File: src/hw/rtl/slcp_pkg.sv
`default_nettype none

package slcp_pkg;

   localparam int LINE_BYTES  = 64;
   localparam int STORE_DEPTH = LINE_BYTES - 1;
   localparam int ADDR_W      = $clog2(STORE_DEPTH);
   localparam int CNT_W       = $clog2(LINE_BYTES);

   localparam int CSR_ADDR_W  = 3;
   localparam int CSR_DATA_W  = 32;
   localparam logic REG_IDLE_TIMEOUT = 1'b0;
   localparam logic [7:0] IDLE_TIMEOUT_RESET = 8'd6;
   localparam logic [7:0] IDLE_MAX = 8'hFF;

   localparam logic [7:0] CHAR_NUL   = 8'h00;
   localparam logic [7:0] CHAR_TAB   = 8'h09;
   localparam logic [7:0] CHAR_LF    = 8'h0A;
   localparam logic [7:0] CHAR_CR    = 8'h0D;
   localparam logic [7:0] CHAR_SPACE = 8'h20;

   localparam logic [3:0][7:0] WORD_PING = "PING";
   localparam logic [2:0][7:0] WORD_LED  = "LED";
   localparam logic [2:0][7:0] WORD_OFF  = "OFF";

   localparam logic [23:0] RGB_BLACK = 24'h000000;
   localparam logic [23:0] RGB_WHITE = 24'hFFFFFF;

   typedef enum logic [2:0] {
      REPLY_PONG      = 3'd0,
      REPLY_OK        = 3'd1,
      REPLY_BAD_COLOR = 3'd2,
      REPLY_UNKNOWN   = 3'd3,
      REPLY_TOO_LONG  = 3'd4,
      REPLY_LINK_LOST = 3'd5
   } reply_type;

   typedef enum logic [1:0] {
      PARSE_IDLE,
      PARSE_SCAN,
      PARSE_MATCH
   } parse_state_type;

   typedef struct packed {
      logic        busy;
      logic        done;
      logic        has_result;
      reply_type   reply;
      logic        led_write;
      logic [23:0] rgb;
   } parse_status_type;

   function automatic logic [7:0] to_upper(input logic [7:0] c);
      logic [7:0] u;
      u = c;
      if (c inside {[8'h61:8'h7A]}) begin
         u = c - 8'd32;
      end
      return u;
   endfunction

   function automatic logic is_blank(input logic [7:0] c);
      return (c == CHAR_SPACE) || (c == CHAR_TAB);
   endfunction

   function automatic logic is_hex(input logic [7:0] c);
      logic [7:0] u;
      u = to_upper(c);
      return (c inside {[8'h30:8'h39]}) || (u inside {[8'h41:8'h46]});
   endfunction

   function automatic logic [3:0] hex_val(input logic [7:0] c);
      logic [7:0] u;
      logic [7:0] v;
      u = to_upper(c);
      if (c inside {[8'h30:8'h39]}) begin
         v = c - 8'h30;
      end else begin
         v = u - 8'h37;
      end
      return v[3:0];
   endfunction

endpackage

`default_nettype wire

File: src/hw/rtl/slcp_channels.sv
`default_nettype none

interface slcp_req_if;
   logic       valid;
   logic       ready;
   logic       action;
   logic [7:0] rx_byte;

   modport source (output valid, action, rx_byte, input ready);
   modport sink (input valid, action, rx_byte, output ready);
endinterface

interface slcp_rsp_if;
   logic       valid;
   logic       ready;
   logic [2:0] reply;
   logic       led_write;
   logic [7:0] red;
   logic [7:0] green;
   logic [7:0] blue;

   modport source (output valid, reply, led_write, red, green, blue, input ready);
   modport sink (input valid, reply, led_write, red, green, blue, output ready);
endinterface

`default_nettype wire

File: src/hw/rtl/slcp_ram.sv
`default_nettype none

module slcp_ram #(
   parameter int WIDTH = 8,
   parameter int DEPTH = 63
) (
   input  wire logic                     clock,
   input  wire logic                     wr_en,
   input  wire logic [$clog2(DEPTH)-1:0] wr_addr,
   input  wire logic [WIDTH-1:0]         wr_data,
   input  wire logic [$clog2(DEPTH)-1:0] rd_addr,
   output logic      [WIDTH-1:0]         rd_data
);

   logic [WIDTH-1:0] mem_ff [DEPTH];
   logic [WIDTH-1:0] rd_data_ff;

   always_ff @(posedge clock) begin
      if (wr_en) begin
         mem_ff[wr_addr] <= wr_data;
      end
      rd_data_ff <= mem_ff[rd_addr];
   end

   assign rd_data = rd_data_ff;

endmodule

`default_nettype wire

File: src/hw/rtl/slcp_line_parser.sv
`default_nettype none

module slcp_line_parser (
   input  wire logic                       clock,
   input  wire logic                       reset,
   input  wire logic                       start,
   input  wire logic [slcp_pkg::CNT_W-1:0] fill,
   output logic      [slcp_pkg::ADDR_W-1:0] rd_addr,
   input  wire logic [7:0]                 rd_data,
   output slcp_pkg::parse_status_type      status
);

   import slcp_pkg::*;

   parse_state_type state_ff, state_in;

   logic [CNT_W-1:0] iss_ff, iss_in;
   logic [CNT_W-1:0] lim_ff, lim_in;
   logic             dv_ff, dv_in;
   logic [CNT_W-1:0] didx_ff, didx_in;
   logic             nul_ff, nul_in;
   logic             found_ff, found_in;
   logic [CNT_W-1:0] first_ff, first_in;
   logic [CNT_W-1:0] last_ff, last_in;
   logic             ping_ff, ping_in;
   logic             led_ff, led_in;
   logic             blank3_ff, blank3_in;
   logic             sp4_ff, sp4_in;
   logic             pfound_ff, pfound_in;
   logic [2:0]       ridx_ff, ridx_in;
   logic             off_ff, off_in;
   logic             hex_ff, hex_in;
   logic [23:0]      rgb_ff, rgb_in;

   logic             issue;
   logic             scan_end;
   logic [CNT_W-1:0] k;
   logic [CNT_W-1:0] len;
   logic [7:0]       u;

   assign issue    = (state_ff != PARSE_IDLE) && (iss_ff < lim_ff);
   assign scan_end = (iss_ff >= lim_ff) && !dv_ff;
   assign k        = didx_ff - first_ff;
   assign len      = lim_ff - first_ff;
   assign u        = to_upper(rd_data);

   always_comb begin
      state_in = state_ff;
      case (state_ff)
         PARSE_IDLE: begin
            if (start) begin
               state_in = PARSE_SCAN;
            end
         end
         PARSE_SCAN: begin
            if (scan_end) begin
               state_in = found_ff ? PARSE_MATCH : PARSE_IDLE;
            end
         end
         PARSE_MATCH: begin
            if (scan_end) begin
               state_in = PARSE_IDLE;
            end
         end
         default: state_in = PARSE_IDLE;
      endcase
   end

   always_comb begin
      iss_in    = iss_ff;
      lim_in    = lim_ff;
      dv_in     = 1'b0;
      didx_in   = didx_ff;
      nul_in    = nul_ff;
      found_in  = found_ff;
      first_in  = first_ff;
      last_in   = last_ff;
      ping_in   = ping_ff;
      led_in    = led_ff;
      blank3_in = blank3_ff;
      sp4_in    = sp4_ff;
      pfound_in = pfound_ff;
      ridx_in   = ridx_ff;
      off_in    = off_ff;
      hex_in    = hex_ff;
      rgb_in    = rgb_ff;

      if (issue) begin
         iss_in  = iss_ff + 1'b1;
         dv_in   = 1'b1;
         didx_in = iss_ff;
      end

      case (state_ff)
         PARSE_IDLE: begin
            if (start) begin
               iss_in   = '0;
               lim_in   = fill;
               nul_in   = 1'b0;
               found_in = 1'b0;
               first_in = '0;
               last_in  = '0;
            end
         end
         PARSE_SCAN: begin
            if (dv_ff && !nul_ff) begin
               if (rd_data == CHAR_NUL) begin
                  nul_in = 1'b1;
               end else if (!is_blank(rd_data)) begin
                  if (!found_ff) begin
                     found_in = 1'b1;
                     first_in = didx_ff;
                  end
                  last_in = didx_ff + 1'b1;
               end
            end
            if (scan_end) begin
               iss_in    = first_ff;
               lim_in    = last_ff;
               ping_in   = 1'b1;
               led_in    = 1'b1;
               blank3_in = 1'b0;
               sp4_in    = 1'b0;
               pfound_in = 1'b0;
               ridx_in   = '0;
               off_in    = 1'b1;
               hex_in    = 1'b1;
               rgb_in    = '0;
            end
         end
         PARSE_MATCH: begin
            if (dv_ff) begin
               if (k < CNT_W'(4)) begin
                  ping_in = ping_ff && (u == WORD_PING[2'd3 - k[1:0]]);
               end
               if (k < CNT_W'(3)) begin
                  led_in = led_ff && (u == WORD_LED[2'd2 - k[1:0]]);
               end
               if (k == CNT_W'(3)) begin
                  blank3_in = is_blank(rd_data);
               end
               if (k == CNT_W'(4)) begin
                  sp4_in = (rd_data == CHAR_SPACE);
               end
               if ((k >= CNT_W'(3)) && (pfound_ff || !is_blank(rd_data))) begin
                  pfound_in = 1'b1;
                  if (ridx_ff < 3'd3) begin
                     off_in = off_ff && (u == WORD_OFF[2'd2 - ridx_ff[1:0]]);
                  end
                  if (ridx_ff < 3'd6) begin
                     hex_in = hex_ff && is_hex(rd_data);
                     rgb_in = {rgb_ff[19:0], hex_val(rd_data)};
                  end
                  if (ridx_ff != 3'd7) begin
                     ridx_in = ridx_ff + 3'd1;
                  end
               end
            end
         end
         default: ;
      endcase
   end

   always_comb begin
      status            = '0;
      status.busy       = (state_ff != PARSE_IDLE);
      status.reply      = REPLY_UNKNOWN;
      status.rgb        = RGB_BLACK;
      rd_addr           = iss_ff[ADDR_W-1:0];
      case (state_ff)
         PARSE_SCAN: begin
            status.done = scan_end && !found_ff;
         end
         PARSE_MATCH: begin
            status.done       = scan_end;
            status.has_result = 1'b1;
            if (ping_ff && (len >= CNT_W'(4)) && ((len == CNT_W'(4)) || sp4_ff)) begin
               status.reply = REPLY_PONG;
            end else if (led_ff && (len > CNT_W'(3)) && blank3_ff) begin
               if ((ridx_ff == 3'd3) && off_ff) begin
                  status.reply     = REPLY_OK;
                  status.led_write = 1'b1;
               end else if ((ridx_ff == 3'd6) && hex_ff) begin
                  status.reply     = REPLY_OK;
                  status.led_write = 1'b1;
                  status.rgb       = rgb_ff;
               end else begin
                  status.reply = REPLY_BAD_COLOR;
               end
            end
         end
         default: ;
      endcase
   end

   always_ff @(posedge clock) begin
      if (reset) begin
         state_ff <= PARSE_IDLE;
         iss_ff   <= '0;
         lim_ff   <= '0;
         dv_ff    <= 1'b0;
      end else begin
         state_ff <= state_in;
         iss_ff   <= iss_in;
         lim_ff   <= lim_in;
         dv_ff    <= dv_in;
      end
   end

   always_ff @(posedge clock) begin
      didx_ff   <= didx_in;
      nul_ff    <= nul_in;
      found_ff  <= found_in;
      first_ff  <= first_in;
      last_ff   <= last_in;
      ping_ff   <= ping_in;
      led_ff    <= led_in;
      blank3_ff <= blank3_in;
      sp4_ff    <= sp4_in;
      pfound_ff <= pfound_in;
      ridx_ff   <= ridx_in;
      off_ff    <= off_in;
      hex_ff    <= hex_in;
      rgb_ff    <= rgb_in;
   end

endmodule

`default_nettype wire

File: src/hw/rtl/serial_led_command_parser_unit.sv
// channel   dir  handshake     contents
// req_ch    in   valid/ready   action, rx_byte
// rsp_ch    out  valid/ready   reply, led_write, red, green, blue
// csr       in   apb write     idle_timeout_periods at byte address 0
//
// a tick or a stored byte leaves ready high unless it leaves a result
// a line end reads the line store through its single read port, once to find
// the trimmed line and, when that is not empty, once more to match it
// reset is synchronous; line store needs no clearing, only the fill count
// one result waits in a holding register while the output register is stalled,
// and new transactions are held off until it moves
`default_nettype none

module serial_led_command_parser_unit (
   input  wire logic                                clock,
   input  wire logic                                reset,
   slcp_req_if.sink                                 req_ch,
   slcp_rsp_if.source                               rsp_ch,
   input  wire logic                                psel,
   input  wire logic                                penable,
   input  wire logic                                pwrite,
   input  wire logic [slcp_pkg::CSR_ADDR_W-1:0]     paddr,
   input  wire logic [slcp_pkg::CSR_DATA_W-1:0]     pwdata,
   output logic      [slcp_pkg::CSR_DATA_W-1:0]     prdata,
   output logic                                     pready
);

   import slcp_pkg::*;

   logic [CNT_W-1:0] fill_ff, fill_in;
   logic [7:0]       idle_ff, idle_in;
   logic             lost_ff, lost_in;
   logic [7:0]       timeout_ff, timeout_in;

   logic             pend_valid_ff, pend_valid_in;
   reply_type        pend_reply_ff, pend_reply_in;
   logic             pend_led_ff, pend_led_in;
   logic [23:0]      pend_rgb_ff, pend_rgb_in;

   logic             rsp_valid_ff, rsp_valid_in;
   reply_type        rsp_reply_ff, rsp_reply_in;
   logic             rsp_led_ff, rsp_led_in;
   logic [23:0]      rsp_rgb_ff, rsp_rgb_in;

   logic             accept;
   logic             is_eol;
   logic             parse_start;
   logic             wr_en;
   logic [ADDR_W-1:0] rd_addr;
   logic [7:0]       rd_data;
   logic             pend_move;
   parse_status_type pstat;

   assign accept      = req_ch.valid && req_ch.ready;
   assign is_eol      = (req_ch.rx_byte == CHAR_LF) || (req_ch.rx_byte == CHAR_CR);
   assign parse_start = accept && !req_ch.action && is_eol && (fill_ff != '0);
   assign wr_en       = accept && !req_ch.action && !is_eol
                        && (fill_ff < CNT_W'(STORE_DEPTH));
   assign pend_move   = pend_valid_ff && (!rsp_valid_ff || rsp_ch.ready);

   assign req_ch.ready = !pstat.busy && !pend_valid_ff;

   slcp_ram #(
      .WIDTH(8),
      .DEPTH(STORE_DEPTH)
   ) u_line_store (
      .clock  (clock),
      .wr_en  (wr_en),
      .wr_addr(fill_ff[ADDR_W-1:0]),
      .wr_data(req_ch.rx_byte),
      .rd_addr(rd_addr),
      .rd_data(rd_data)
   );

   slcp_line_parser u_parser (
      .clock  (clock),
      .reset  (reset),
      .start  (parse_start),
      .fill   (fill_ff),
      .rd_addr(rd_addr),
      .rd_data(rd_data),
      .status (pstat)
   );

   always_comb begin
      fill_in       = fill_ff;
      idle_in       = idle_ff;
      lost_in       = lost_ff;
      pend_valid_in = pend_valid_ff;
      pend_reply_in = pend_reply_ff;
      pend_led_in   = pend_led_ff;
      pend_rgb_in   = pend_rgb_ff;

      if (pend_move) begin
         pend_valid_in = 1'b0;
      end

      if (accept) begin
         if (req_ch.action) begin
            if (idle_ff != IDLE_MAX) begin
               idle_in = idle_ff + 8'd1;
            end
            if ((idle_ff >= timeout_ff) && !lost_ff) begin
               lost_in       = 1'b1;
               pend_valid_in = 1'b1;
               pend_reply_in = REPLY_LINK_LOST;
               pend_led_in   = 1'b1;
               pend_rgb_in   = RGB_WHITE;
            end
         end else begin
            idle_in = '0;
            lost_in = 1'b0;
            if (is_eol) begin
               fill_in = '0;
            end else if (wr_en) begin
               fill_in = fill_ff + 1'b1;
            end else begin
               fill_in       = '0;
               pend_valid_in = 1'b1;
               pend_reply_in = REPLY_TOO_LONG;
               pend_led_in   = 1'b0;
               pend_rgb_in   = RGB_BLACK;
            end
         end
      end

      if (pstat.done && pstat.has_result) begin
         pend_valid_in = 1'b1;
         pend_reply_in = pstat.reply;
         pend_led_in   = pstat.led_write;
         pend_rgb_in   = pstat.rgb;
      end
   end

   always_comb begin
      rsp_valid_in = rsp_valid_ff;
      rsp_reply_in = rsp_reply_ff;
      rsp_led_in   = rsp_led_ff;
      rsp_rgb_in   = rsp_rgb_ff;
      if (rsp_valid_ff && rsp_ch.ready) begin
         rsp_valid_in = 1'b0;
      end
      if (pend_move) begin
         rsp_valid_in = 1'b1;
         rsp_reply_in = pend_reply_ff;
         rsp_led_in   = pend_led_ff;
         rsp_rgb_in   = pend_rgb_ff;
      end
   end

   always_comb begin
      timeout_in = timeout_ff;
      if (psel && penable && pwrite && (paddr[2] == REG_IDLE_TIMEOUT)) begin
         timeout_in = pwdata[7:0];
      end
   end

   assign pready = 1'b1;
   assign prdata = (paddr[2] == REG_IDLE_TIMEOUT) ? CSR_DATA_W'(timeout_ff) : '0;

   assign rsp_ch.valid     = rsp_valid_ff;
   assign rsp_ch.reply     = rsp_reply_ff;
   assign rsp_ch.led_write = rsp_led_ff;
   assign rsp_ch.red       = rsp_rgb_ff[23:16];
   assign rsp_ch.green     = rsp_rgb_ff[15:8];
   assign rsp_ch.blue      = rsp_rgb_ff[7:0];

   always_ff @(posedge clock) begin
      if (reset) begin
         fill_ff       <= '0;
         idle_ff       <= '0;
         lost_ff       <= 1'b0;
         timeout_ff    <= IDLE_TIMEOUT_RESET;
         pend_valid_ff <= 1'b0;
         rsp_valid_ff  <= 1'b0;
      end else begin
         fill_ff       <= fill_in;
         idle_ff       <= idle_in;
         lost_ff       <= lost_in;
         timeout_ff    <= timeout_in;
         pend_valid_ff <= pend_valid_in;
         rsp_valid_ff  <= rsp_valid_in;
      end
   end

   always_ff @(posedge clock) begin
      pend_reply_ff <= pend_reply_in;
      pend_led_ff   <= pend_led_in;
      pend_rgb_ff   <= pend_rgb_in;
      rsp_reply_ff  <= rsp_reply_in;
      rsp_led_ff    <= rsp_led_in;
      rsp_rgb_ff    <= rsp_rgb_in;
   end

endmodule

`default_nettype wire

File: src/flat_wrapper.sv
// flat-port wrapper written by rule: the top's interface ports become plain ports
module serial_led_command_parser_unit_flat import slcp_pkg::*;
  (clock, reset, psel, penable, pwrite, paddr, pwdata, prdata, pready, req_ch_valid, req_ch_action, req_ch_rx_byte, req_ch_ready, rsp_ch_valid, rsp_ch_reply, rsp_ch_led_write, rsp_ch_red, rsp_ch_green, rsp_ch_blue, rsp_ch_ready);
  slcp_req_if req_ch_i ();
  slcp_rsp_if rsp_ch_i ();
  input  wire logic clock;
  input  wire logic reset;
  input  wire logic psel;
  input  wire logic penable;
  input  wire logic pwrite;
  input  wire logic [slcp_pkg::CSR_ADDR_W-1:0] paddr;
  input  wire logic [slcp_pkg::CSR_DATA_W-1:0] pwdata;
  output logic      [slcp_pkg::CSR_DATA_W-1:0] prdata;
  output logic pready;
  input wire logic [$bits(req_ch_i.valid)-1:0] req_ch_valid;
  input wire logic [$bits(req_ch_i.action)-1:0] req_ch_action;
  input wire logic [$bits(req_ch_i.rx_byte)-1:0] req_ch_rx_byte;
  output wire logic [$bits(req_ch_i.ready)-1:0] req_ch_ready;
  output wire logic [$bits(rsp_ch_i.valid)-1:0] rsp_ch_valid;
  output wire logic [$bits(rsp_ch_i.reply)-1:0] rsp_ch_reply;
  output wire logic [$bits(rsp_ch_i.led_write)-1:0] rsp_ch_led_write;
  output wire logic [$bits(rsp_ch_i.red)-1:0] rsp_ch_red;
  output wire logic [$bits(rsp_ch_i.green)-1:0] rsp_ch_green;
  output wire logic [$bits(rsp_ch_i.blue)-1:0] rsp_ch_blue;
  input wire logic [$bits(rsp_ch_i.ready)-1:0] rsp_ch_ready;
  assign req_ch_i.valid = req_ch_valid;
  assign req_ch_i.action = req_ch_action;
  assign req_ch_i.rx_byte = req_ch_rx_byte;
  assign req_ch_ready = req_ch_i.ready;
  assign rsp_ch_valid = rsp_ch_i.valid;
  assign rsp_ch_reply = rsp_ch_i.reply;
  assign rsp_ch_led_write = rsp_ch_i.led_write;
  assign rsp_ch_red = rsp_ch_i.red;
  assign rsp_ch_green = rsp_ch_i.green;
  assign rsp_ch_blue = rsp_ch_i.blue;
  assign rsp_ch_i.ready = rsp_ch_ready;
  serial_led_command_parser_unit u_core (.clock(clock), .reset(reset), .req_ch(req_ch_i), .rsp_ch(rsp_ch_i), .psel(psel), .penable(penable), .pwrite(pwrite), .paddr(paddr), .pwdata(pwdata), .prdata(prdata), .pready(pready));
endmodule
File: config.mk
export PLATFORM = sky130hd
export DESIGN_NAME = serial_led_command_parser_unit_flat
export DESIGN_NICKNAME = d
export VERILOG_FILES = /design/src/hw/rtl/slcp_pkg.sv /design/src/hw/rtl/slcp_channels.sv /design/src/hw/rtl/slcp_ram.sv /design/src/hw/rtl/slcp_line_parser.sv /design/src/hw/rtl/serial_led_command_parser_unit.sv /design/src/flat_wrapper.sv
export SDC_FILE = /design/constraint.sdc
export NUM_CORES = 1
export LEC_CHECK = 0
export ABC_AREA = 1
export BUFFER_PORTS_ARGS = -buffer_cell sky130_fd_sc_hd__buf_2
export CELL_PAD_IN_SITES_DETAIL_PLACEMENT = 1
export CELL_PAD_IN_SITES_GLOBAL_PLACEMENT = 2
export CORE_MARGIN = 2
export CORE_UTILIZATION = 45
export CTS_CLUSTER_SIZE = 12
export DETAILED_ROUTE_END_ITERATION = 8
export PLACE_DENSITY_LB_ADDON = 0.1
export SYNTH_ARGS = -nofsm -noshare
export SYNTH_HDL_FRONTEND = slang
export SYNTH_SLANG_ARGS = --single-unit
File: constraint.sdc
create_clock -name clock -period 9.3 [get_ports clock]
set_input_delay 0.93 -clock clock [delete_from_list [all_inputs] [get_ports clock]]
set_output_delay 0.93 -clock clock [all_outputs]
set_load 0.02 [all_outputs]
==> results of run 1 <==
## metal layers
layer	GRT usage	vias up	part of all wire	wire length, microns
met3	0.03163	137	0.038	2968
met1	0.3114	9682	0.44	33950
met4	0.07930	0	0.033	2522
met2	0.4063	386	0.49	37920
li1	-	9105	-	-
met5	0	-	0	0
## power groups by stage
stage | Sequential, W | Clock (W) | Combinational, W
CTS | 0.00380 | 0.00277 | 0.00295
global route | 0.00383 | 0.00286 | 0.00329
global placement | 0.00385 | 0 | 0.00285
detailed placement | 0.00386 | 0 | 0.00293
finish | 0.00380 | 0.00271 | 0.00291
floorplan | 0.00372 | 0 | 0.00209
## metrics by stage
step / setup WS [ns] / cell area [sq um] / hold WS [ns]
after floorplan: 6.136 / 28810 / 0.4003
after global placement: 4.839 / 29570 / 0.4028
after detailed placement: 4.804 / 29570 / 0.4052
after CTS: 5.423 / 31760 / 0.4148
after global routing: 5.221 / 31760 / 0.4295
final: 5.349 / 31760 / 0.4164
## layout make-up
cell class	count	area, sq um	area share
Timing Repair Buffer	90	533.0	0.01678
Clock buffer	87	1901	0.05984
Multi-Input combinational cell	1661	7975	0.2511
Clock inverter	38	289.0	0.009099
Tap cell	846	1059	0.03333
Inverter	158	599.3	0.01887
Sequential cell	662	19410	0.6110
## critical path: stages
cell and delay [ns]:
buf_2 0.08, buf_4 0.53, inv_1 0.13, nand3b_1 0.15, a21oi_2 0.15, nor2_4 0.24, nand4_1 0.90, nor2_1 1.04
## placed cells by master, fill, tap and decap left out, types with 6 or more instances in the layout
| cell type | instances |
|---|---|
| nand3_1 | 178 |
| clkbuf_1 | 13 |
| dfxtp_1 | 45 |
| o221ai_1 | 6 |
| clkinv_2 | 13 |
| ha_1 | 48 |
| nand2_1 | 487 |
| buf_2 | 62 |
| inv_1 | 149 |
| a21oi_1 | 111 |
| clkinv_1 | 18 |
| nor2_1 | 417 |
| o31ai_1 | 19 |
| buf_4 | 27 |
| o22ai_1 | 10 |
| o21ai_0 | 223 |
| xnor2_1 | 6 |
| nand4_1 | 16 |
| clkbuf_16 | 74 |
| edfxtp_1 | 614 |
| o211ai_1 | 61 |
| conb_1 | 25 |
| xor2_1 | 8 |
## cells by family (layout without fill, tap and decap cells)
family | after synthesis | after routing
other cells | 2 | 25
flops | 662 | 662
buf+inv | 318 | 373
simple gates | 1122 | 1122
xor+xnor | 14 | 14
compound gates | 450 | 450
fa+ha+maj | 50 | 50
## how the worst max path moves through the flow
stage	from	endpoint	slack, ns	depth (start not counted)
after floorplan	u_core.u_parser.rd_addr[0]	u_core.u_parser.hex_ff	6.14	16
after global placement	req_ch_rx_byte[0]	u_core.u_line_store.mem_ff[59][3]	4.84	8
after detailed placement	req_ch_rx_byte[0]	u_core.u_line_store.mem_ff[27][5]	4.80	8
after CTS	req_ch_rx_byte[0]	u_core.u_line_store.mem_ff[27][1]	5.42	8
after global routing	req_ch_rx_byte[0]	u_core.u_line_store.mem_ff[27][2]	5.22	8
final	req_ch_rx_byte[0]	u_core.u_line_store.mem_ff[3][7]	5.35	8
## state kept, by name (all words and copies together), names as in the netlist, 8 cells and up
register                     cells
u_core.idle_ff                   8
u_core.timeout_ff                8
u_core.u_line_store.rd_data      8
u_core.u_line_store.mem_ff     504
u_core.pend_rgb_ff              24
u_core.u_parser.rgb_ff          24
u_core.rsp_rgb_ff               24
==> metrics.txt, run 1 <==
status=completed; via count=19310; Sw Ratio=0.3721; Worst Hold End=u_core.rsp_rgb_ff[10]; min-delay src=u_core.pend_rgb_ff[10]; Final Hold Viols=0; die footprint=0.06586 sq mm; syn avg cell area=10.97 sq um; most frequent cell after synthesis=edfxtp_1; simple-gate share of the synthesized area=0.1595; Hold Path Class=reg2reg; main combinational cell family by area after synthesis=simple AND/OR/NAND/NOR gates; Yosys top cell area share=0.6420; Final Net Count=2747; HPWL Detailed=47810 microns; Slew Viols, Final=0; clock tree root driver cell=clkbuf_16; CP Capture Type=flip-flop; final period utilization=0.4248; Num Clock Sinks=662; setup TNS=0 ns; antenna cells=0; most used flip-flop cell after synthesis=edfxtp_1; Commonest cells post-synth=edfxtp_1 (614), nand2_1 (487), nor2_1 (418), o21ai_0 (223), nand3_1 (178); GRT Overall Usage=0.2371; clk buf depth=3; drt pass-1 iters=5; Final Non-Filler Cells=3542; sw power=0.003503 W; synthesis-stage register bit count=662; Max Cap Violations=0; Ys Warns=0; setup repair bufs after CTS=0; number of global-route vias before repair=20425; Die Span Y=256.6 microns; drt initial violations=1491; Post-Synth Adder-Cell Area=0.02231; worst reg2reg path depth=10; die width=256.6 microns; flop2flop setup slack=5.45 ns; worst-path fanout max=64; initial antenna violation count=1; total power=0.009413 W; Pleak=11.59 nW; share of cells above drive strength 1=0.07901; Worst Path Arrival=4.19 ns; DRT Wirelength=77360 microns; endpoint of the worst register-to-register path=u_core.u_line_store.mem_ff[3][7]; Layout area overhead=10.60%; RSZ-0062 raised after global routing=no; cells after synthesis=2618; number of synthesized flops with an enable pin=614; Power Dens Cells=296.3 mW/mm^2; wire per inst=21.84 microns; maximum vdd ir drop=0.2113 mV; Ports=114; Mapped Area=0.02872 sq mm; remaining antenna violation count=0; Comb power frac=0.309; worst rel slew slack=0.2583; DR vias/cell=5.452; Internal=0.005910 W; Starting Density=0.4553; Worst setup SP type=input port; clock share of power=0.288; post-synthesis mux area share=0; Post-synth ARST share=0; FMAX=253.1 MHz; CP Class=in2reg; CTS H-Tree Depth=3; core region area=0.06308 sq mm; dpl cells=3417; PortBufs=62; hold path depth=0; gpl congestion=0.8060; CTS tree=done; Final Util=0.5035; CTS Hold Bufs=0; share of the yosys chip area belonging to registers=0.6755; first-pass GRT wire length=119700 microns; largest net degree at the start of global routing=183; row count=92; sequential power share=0.403; Fillers=6752; post-layout min period=3.951 ns; post-synthesis compound-gate area fraction=0.08809; Synth area leader=edfxtp_1; GRT overflow=0; Slew @ Worst Pin=1.109 ns; Setup Skew=0.01568 ns; number of remaining DRC errors=0; Clk pin slew, worst setup/hold paths=0.06 ns; reg-to-reg startpoint=u_core.u_parser.state_ff[0]; xor/xnor cell area share of the yosys netlist=0.004270; Netlist cell types=47; final setup violation count=0; Skew-Pair Late Insertion Delay=0.62 ns; total CTS buffers=73; Worst Path Required=9.54 ns; largest cells by area after synthesis=edfxtp_1 (64%), nand2_1 (6.4%), nor2_1 (5.5%); post-cts resize count=0
Note: power is estimated with default switching activity, not from simulation.
==> inputs of run 2 (changes only) <==
Settings changed: ABC_AREA 1 to 0.
Clock period 9.3 ns to 4.1 ns, I/O delays scaled along.
==> run 2 against run 1 <==
  * Global-route usage fell by 2.1 points
  * Cell count fell by 26%
  * Worst setup slack got worse by 4.5 ns
  * Total power rose by 50%
  * Clock-buffer cell count rose by 9
  * Clock power rose by 140%
  * Register-to-register slack got worse by 4.6 ns
  * Die area fell by 3.5%
  * First-iteration DRC count fell by 24%
  * Critical path depth rose by 4
  * Sequential power rose by 94%
  * Synthesized cell count fell by 38%
  * Largest power group unchanged
  * Highest routed layer unchanged
==> metrics.txt, run 2 <==
DR vias/cell=5.686; GRT Overall Usage=0.2158; max FFs per register=504; initial antenna violation count=0; most frequent cells in the layout=edfxtp_1 (614), mux4_2 (148), nor2_1 (128); CP Capture Type=flip-flop; setup TNS=0 ns; FMAX=307.1 MHz; number of synthesized flops with an enable pin=614; Slew @ Worst Pin=1.150 ns; CP Class=reg2reg; Synth area leader=edfxtp_1; flop2flop setup slack=0.84 ns; multi-input combinational cell area=0.007659 sq mm; worst-path fanout max=25; Layout area overhead=14.93%; Final Util=0.5256; via count=14977; Comb power frac=0.018; CTS H-Tree Depth=3; first-pass GRT wire length=101200 microns; cells after synthesis=1629; Yosys top cell area share=0.6654; Max Cap Violations=0; Num Clock Sinks=662; Starting Density=0.4574; Ports=114; final hold slack=0.04083 ns; Power Dens Cells=442.9 mW/mm^2; sequential power share=0.524; RSZ-0062 raised after global routing=no; post-layout min period=3.256 ns; syn avg cell area=17.01 sq um; dpl cells=2506; Setup crit start=u_core.u_parser.didx_ff[0]; Hold Path Class=in2reg; Setup Skew=0.02171 ns; Worst Path Arrival=3.59 ns; synthesis-stage register bit count=662; Final Hold Viols=0; gpl congestion=0.7901; DRT Wirelength=66480 microns; number of remaining DRC errors=0; setup repair bufs after CTS=0; largest net degree at the start of global routing=64; Worst setup SP type=flip-flop; total power=0.01410 W; CTS Hold Bufs=2; CTS tree=done; wire per inst=25.24 microns; Fillers=5635; PortBufs=62; Worst Path Required=4.43 ns; HPWL Detailed=42210 microns; Sw Ratio=0.2013; most frequent cell after synthesis=edfxtp_1; Final Non-Filler Cells=2634; GRT overflow=0; status=completed; die width=252.1 microns; Clk pin slew, worst setup/hold paths=0.06 ns; clock share of power=0.458; Final Net Count=1903; post-cts resize count=0; total CTS buffers=74; endpoint of the worst register-to-register path=u_core.u_parser.rgb_ff[1]; largest cells by area after synthesis=edfxtp_1 (67%), mux4_2 (12%), dfxtp_1 (3.5%); die footprint=0.06357 sq mm; Ys Warns=0; Post-synth ARST share=0; Internal=0.01127 W; core region area=0.06058 sq mm; crit path capture=u_core.u_parser.rgb_ff[1]; clk buf depth=3; number of global-route vias before repair=15990; Slew Viols, Final=0; share of the yosys chip area belonging to registers=0.7001; register area=0.01941 sq mm; worst rel slew slack=0.2336; Netlist cell types=71; sw power=0.002840 W; Die Span Y=252.1 microns; antenna cells=0; most used flip-flop cell after synthesis=edfxtp_1; Mapped Area=0.02771 sq mm; drt pass-1 iters=5; final setup violation count=0; Commonest cells post-synth=edfxtp_1 (614), mux4_2 (148), nor2_1 (128), nand2_1 (61), clkbuf_1 (49); Biggest register=u_core.u_line_store.mem_ff; clock tree root driver cell=clkbuf_16; remaining antenna violation count=0; reg-to-reg startpoint=u_core.u_parser.didx_ff[0]; drt initial violations=1135; share of cells above drive strength 1=0.2397; commonest non-fill, non-tap cell in the layout=edfxtp_1; Skew-Pair Late Insertion Delay=0.62 ns; row count=90; Pleak=10.33 nW; final period utilization=0.7943; maximum vdd ir drop=0.4371 mV; worst reg2reg path depth=12
[run 2: changes by cell type in the layout (fill, tap and decap cells not counted), sizes merged, moves of 20 or more]
cell	change
nor2	-293
nand2	-431
o211ai	-56
mux4	+148
nand3	-138
inv	-111
a21oi	-66
mux2i	+21
o21ai	-196
and2	+29
nor3	+20
buf	+90
[run 2: power groups by stage]
stage | Clock [W] | Combinational [W] | Sequential, W
CTS | 0.00661 | 0.000262 | 0.00739
detailed placement | 0 | 0.000260 | 0.00753
finish | 0.00646 | 0.000258 | 0.00739
floorplan | 0 | 0.000129 | 0.00752
global route | 0.00683 | 0.000284 | 0.00739
global placement | 0 | 0.000249 | 0.00753
[run 2: how the worst min path moves through the flow]
| stage | startpoint | endpoint | cells after the start | slack (ns) |
|---|---|---|---|---|
| 2_1_floorplan | u_core.pend_led_ff | u_core.rsp_ch.led_write | 0 | 0.40 |
| 3_3_place_gp | u_core.pend_rgb_ff[16] | u_core.rsp_rgb_ff[16] | 0 | 0.40 |
| 3_5_place_dp | u_core.pend_rgb_ff[3] | u_core.rsp_rgb_ff[3] | 0 | 0.41 |
| 4_1_cts | pwdata[3] | u_core.timeout_ff[3] | 3 | 0.004 |
| 5_1_grt | pwdata[3] | u_core.timeout_ff[3] | 3 | 0.03 |
| 6_report | pwdata[5] | u_core.timeout_ff[5] | 3 | 0.04 |
[run 2: cells by family (layout without fill, tap and decap cells)]
family          after synthesis  count (layout)  share of synthesized area
xor+xnor                     23              23                   0.007270
compound gates              193             193                    0.04724
flops                       662             662                     0.7001
other cells                   2              25                  0.0002710
mux                         169             169                     0.1279
fa+ha+maj                    50              50                    0.02312
buf+inv                     156             356                    0.02718
simple gates                374             374                    0.06692
[run 2: through the flow]
step | area [sq um] | setup WS, ns
2_1_floorplan | 27800 | 0.4588
3_3_place_gp | 29480 | 0.6394
3_5_place_dp | 29480 | 0.5885
4_1_cts | 31840 | 0.8384
5_1_grt | 31840 | 0.6340
6_report | 31840 | 0.8435
[run 2: area by class of cell]
type                       instances  share of cell area
timing repair buffer             182             0.04016
clock buffer                      96             0.06302
clock inverter                    30             0.01049
multi-input combinational        834              0.2405
inverter                          48            0.005658
sequential                       662              0.6094
tap                              782             0.03073
[run 2: worst max-delay path: stages, from the launching register on]
cell and delay (ns):
edfxtp_1 0.45, inv_1 0.12, ha_1 0.17, inv_1 0.06
fa_1 0.41, and2_1 0.22, o21a_1 0.21, o41a_1 0.41
a311oi_1 0.31, buf_4 0.18, nand3b_1 0.12, a21oi_2 0.06
buf_4 0.25
[run 2: metal layers]
| metal | wire length (microns) | share of wire | track usage | up-vias |
|---|---|---|---|---|
| met3 | 3107 | 0.047 | 0.03708 | 93 |
| met1 | 28510 | 0.43 | 0.2898 | 7792 |
| met5 | 0 | 0 | 0 | - |
| met4 | 1461 | 0.022 | 0.05816 | 0 |
| li1 | - | - | - | 6752 |
| met2 | 33400 | 0.50 | 0.3657 | 340 |
==> inputs of run 3 (changes only) <==
Settings changed: ABC_AREA 0 to 1, CORE_UTILIZATION 45 to 42.
Clock period 4.1 ns to 3.2 ns, I/O delays scaled along.
==> run 3 against run 2 <==
  * Clock power up 26%
  * Register-to-register slack worse by 0.46 ns
  * Sequential power up 46%
  * Combinational power rose to 35 times the previous value
  * Cell area up 1.1%
  * Fmax up 16%
  * Worst setup slack worse by 0.46 ns
  * Largest power group unchanged
  * Clock skew up 0.00075 ns
  * Critical path depth unchanged
  * Sequential cell count unchanged
  * Hold slack worse by 0.0069 ns
  * Global-route usage up 0.97 points
==> metrics.txt, run 3 (synthesis results as in run 1) <==
Worst Path Required=3.45 ns; core region area=0.06740 sq mm; HPWL Detailed=48490 microns; PortBufs=62; first-pass GRT wire length=120700 microns; status=completed; Starting Density=0.4261; Die Span Y=265.5 microns; GRT Overall Usage=0.2254; Num Clock Sinks=662; final setup violation count=0; hold path depth=3; Final Hold Viols=0; Biggest register=u_core.u_line_store.mem_ff; min-delay src=pwdata[5]; endpoint of the worst register-to-register path=u_core.u_line_store.mem_ff[2][4]; Skew-Pair Late Insertion Delay=0.63 ns; max FFs per register=504; Max Cap Violations=0; Layout area overhead=12.13%; Hold Path Class=in2reg; drt initial violations=1329; Worst Hold End=u_core.timeout_ff[5]; initial antenna violation count=0; post-cts resize count=0; Slew @ Worst Pin=1.059 ns; antenna cells=0; commonest non-fill, non-tap cell in the layout=edfxtp_1; Power Dens Cells=864.9 mW/mm^2; row count=95; final hold slack=0.03397 ns; FMAX=355.1 MHz; largest net degree at the start of global routing=174; Final Cell Area=0.03220 sq mm; worst-path fanout max=8; number of remaining DRC errors=0; clock tree root driver cell=clkbuf_16; worst rel slew slack=0.2913; worst reg2reg path depth=12; gpl congestion=0.8130; remaining antenna violation count=0; share of cells above drive strength 1=0.08778; CTS H-Tree Depth=3; GRT overflow=0; PnR worst setup slack=0.3838 ns; DR vias/cell=5.370; total CTS buffers=75; reg-to-reg startpoint=u_core.u_parser.state_ff[0]; CP Capture Type=flip-flop; Slew Viols, Final=0; wire per inst=21.80 microns; via count=19368; Worst Path Arrival=3.06 ns; DRT Wirelength=78640 microns; number of global-route vias before repair=20090; Worst setup SP type=flip-flop; CTS tree=done; final period utilization=0.8801; Final Net Count=2777; clk buf depth=3; RSZ-0062 raised after global routing=no; CP Class=reg2reg; die footprint=0.07048 sq mm; Fillers=7200; dpl ws=0.3464 ns; drt pass-1 iters=5; setup TNS=0 ns; flop2flop setup slack=0.38 ns; Clk pin slew, worst setup/hold paths=0.06 ns; most frequent cells in the layout=edfxtp_1 (614), nand2_1 (487), nor2_1 (417); post-layout min period=2.816 ns; maximum vdd ir drop=0.5596 mV; Setup Skew=0.02246 ns; Pleak=11.79 nW; die width=265.5 microns; Ports=114; placed instance area=0.02985 sq mm
run 3: cell count changes in the layout (fill, tap and decap cells not counted), moves of 70 or more:
cell     before  now
nand2_1      61  487
nor2_1      128  417
o21ai_0      31  223
mux4_2      148    0
nand3_1      43  178
inv_1        45  149
buf_4       113   43
run 3: metal layers:
layer  wire length (microns)  track usage  vias to the layer above
li1                        -            -                     9184
met1                   34820       0.2966                     9740
met2                   38990       0.3884                      323
met3                    2785      0.03277                      121
met4                    2044      0.06490                        0
met5                       0            0                        -
run 3: per-stage QoR:
stage                     std cells  utilization  total power, W
final                          3607       0.4778         0.02785
after global routing           3607       0.4778         0.02958
after CTS                      3607       0.4778         0.02822
after detailed placement       3466       0.4429         0.02006
after global placement         3466       0.4429         0.01973
after floorplan                2641            -         0.01691
run 3: layout make-up:
class	count	area (sq um)	area share
clock buffers	97	2053	0.06376
clock inverters	38	237.7	0.007382
inverters	158	599.3	0.01861
multi-input cells	1661	7979	0.2478
flip-flops and latches	662	19410	0.6027
well taps	873	1092	0.03392
repair buffers	118	833.3	0.02588
run 3: report_power, final:
| group | switching [W] | leakage, nW | total [W] | internal, W |
|---|---|---|---|---|
| sequential | 0.000441 | 5.95 | 0.0108 | 0.0103 |
| clock | 0.00349 | 1.12 | 0.00811 | 0.00462 |
| combinational | 0.00643 | 4.71 | 0.00897 | 0.00254 |
| total | 0.0104 | 11.8 | 0.0279 | 0.0175 |
run 3: how the worst max path moves through the flow:
stage / startpoint / to / slack (ns) / cells past startpoint
floorplan: u_core.u_parser.rd_addr[0] / u_core.u_parser.hex_ff / 0.04 / 16
global placement: u_core.u_parser.state_ff[0] / u_core.u_line_store.mem_ff[56][6] / 0.40 / 13
detailed placement: u_core.u_parser.state_ff[0] / u_core.u_line_store.mem_ff[38][2] / 0.35 / 12
CTS: u_core.u_parser.state_ff[0] / u_core.u_line_store.mem_ff[38][3] / 0.33 / 12
global route: u_core.u_parser.state_ff[0] / u_core.u_line_store.mem_ff[8][6] / 0.13 / 12
finish: u_core.u_parser.state_ff[0] / u_core.u_line_store.mem_ff[2][4] / 0.38 / 12
run 3: critical path, stage by stage (launching register included):
cell and delay, ns:
dfxtp_1 0.31, inv_1 0.09, ha_1 0.20, inv_2 0.08, nor2_4 0.10, nand2_2 0.09, nor2_4 0.13, o21ai_2 0.09
nor2_4 0.12, nand2_2 0.07, clkinv_2 0.12, nand3_4 0.26, nor2_1 0.76
run 3: repair_timing:
item                      CTS  global route
hold buffers                6             0
hold endpoints to repair    6             0
buffers inserted            0             0
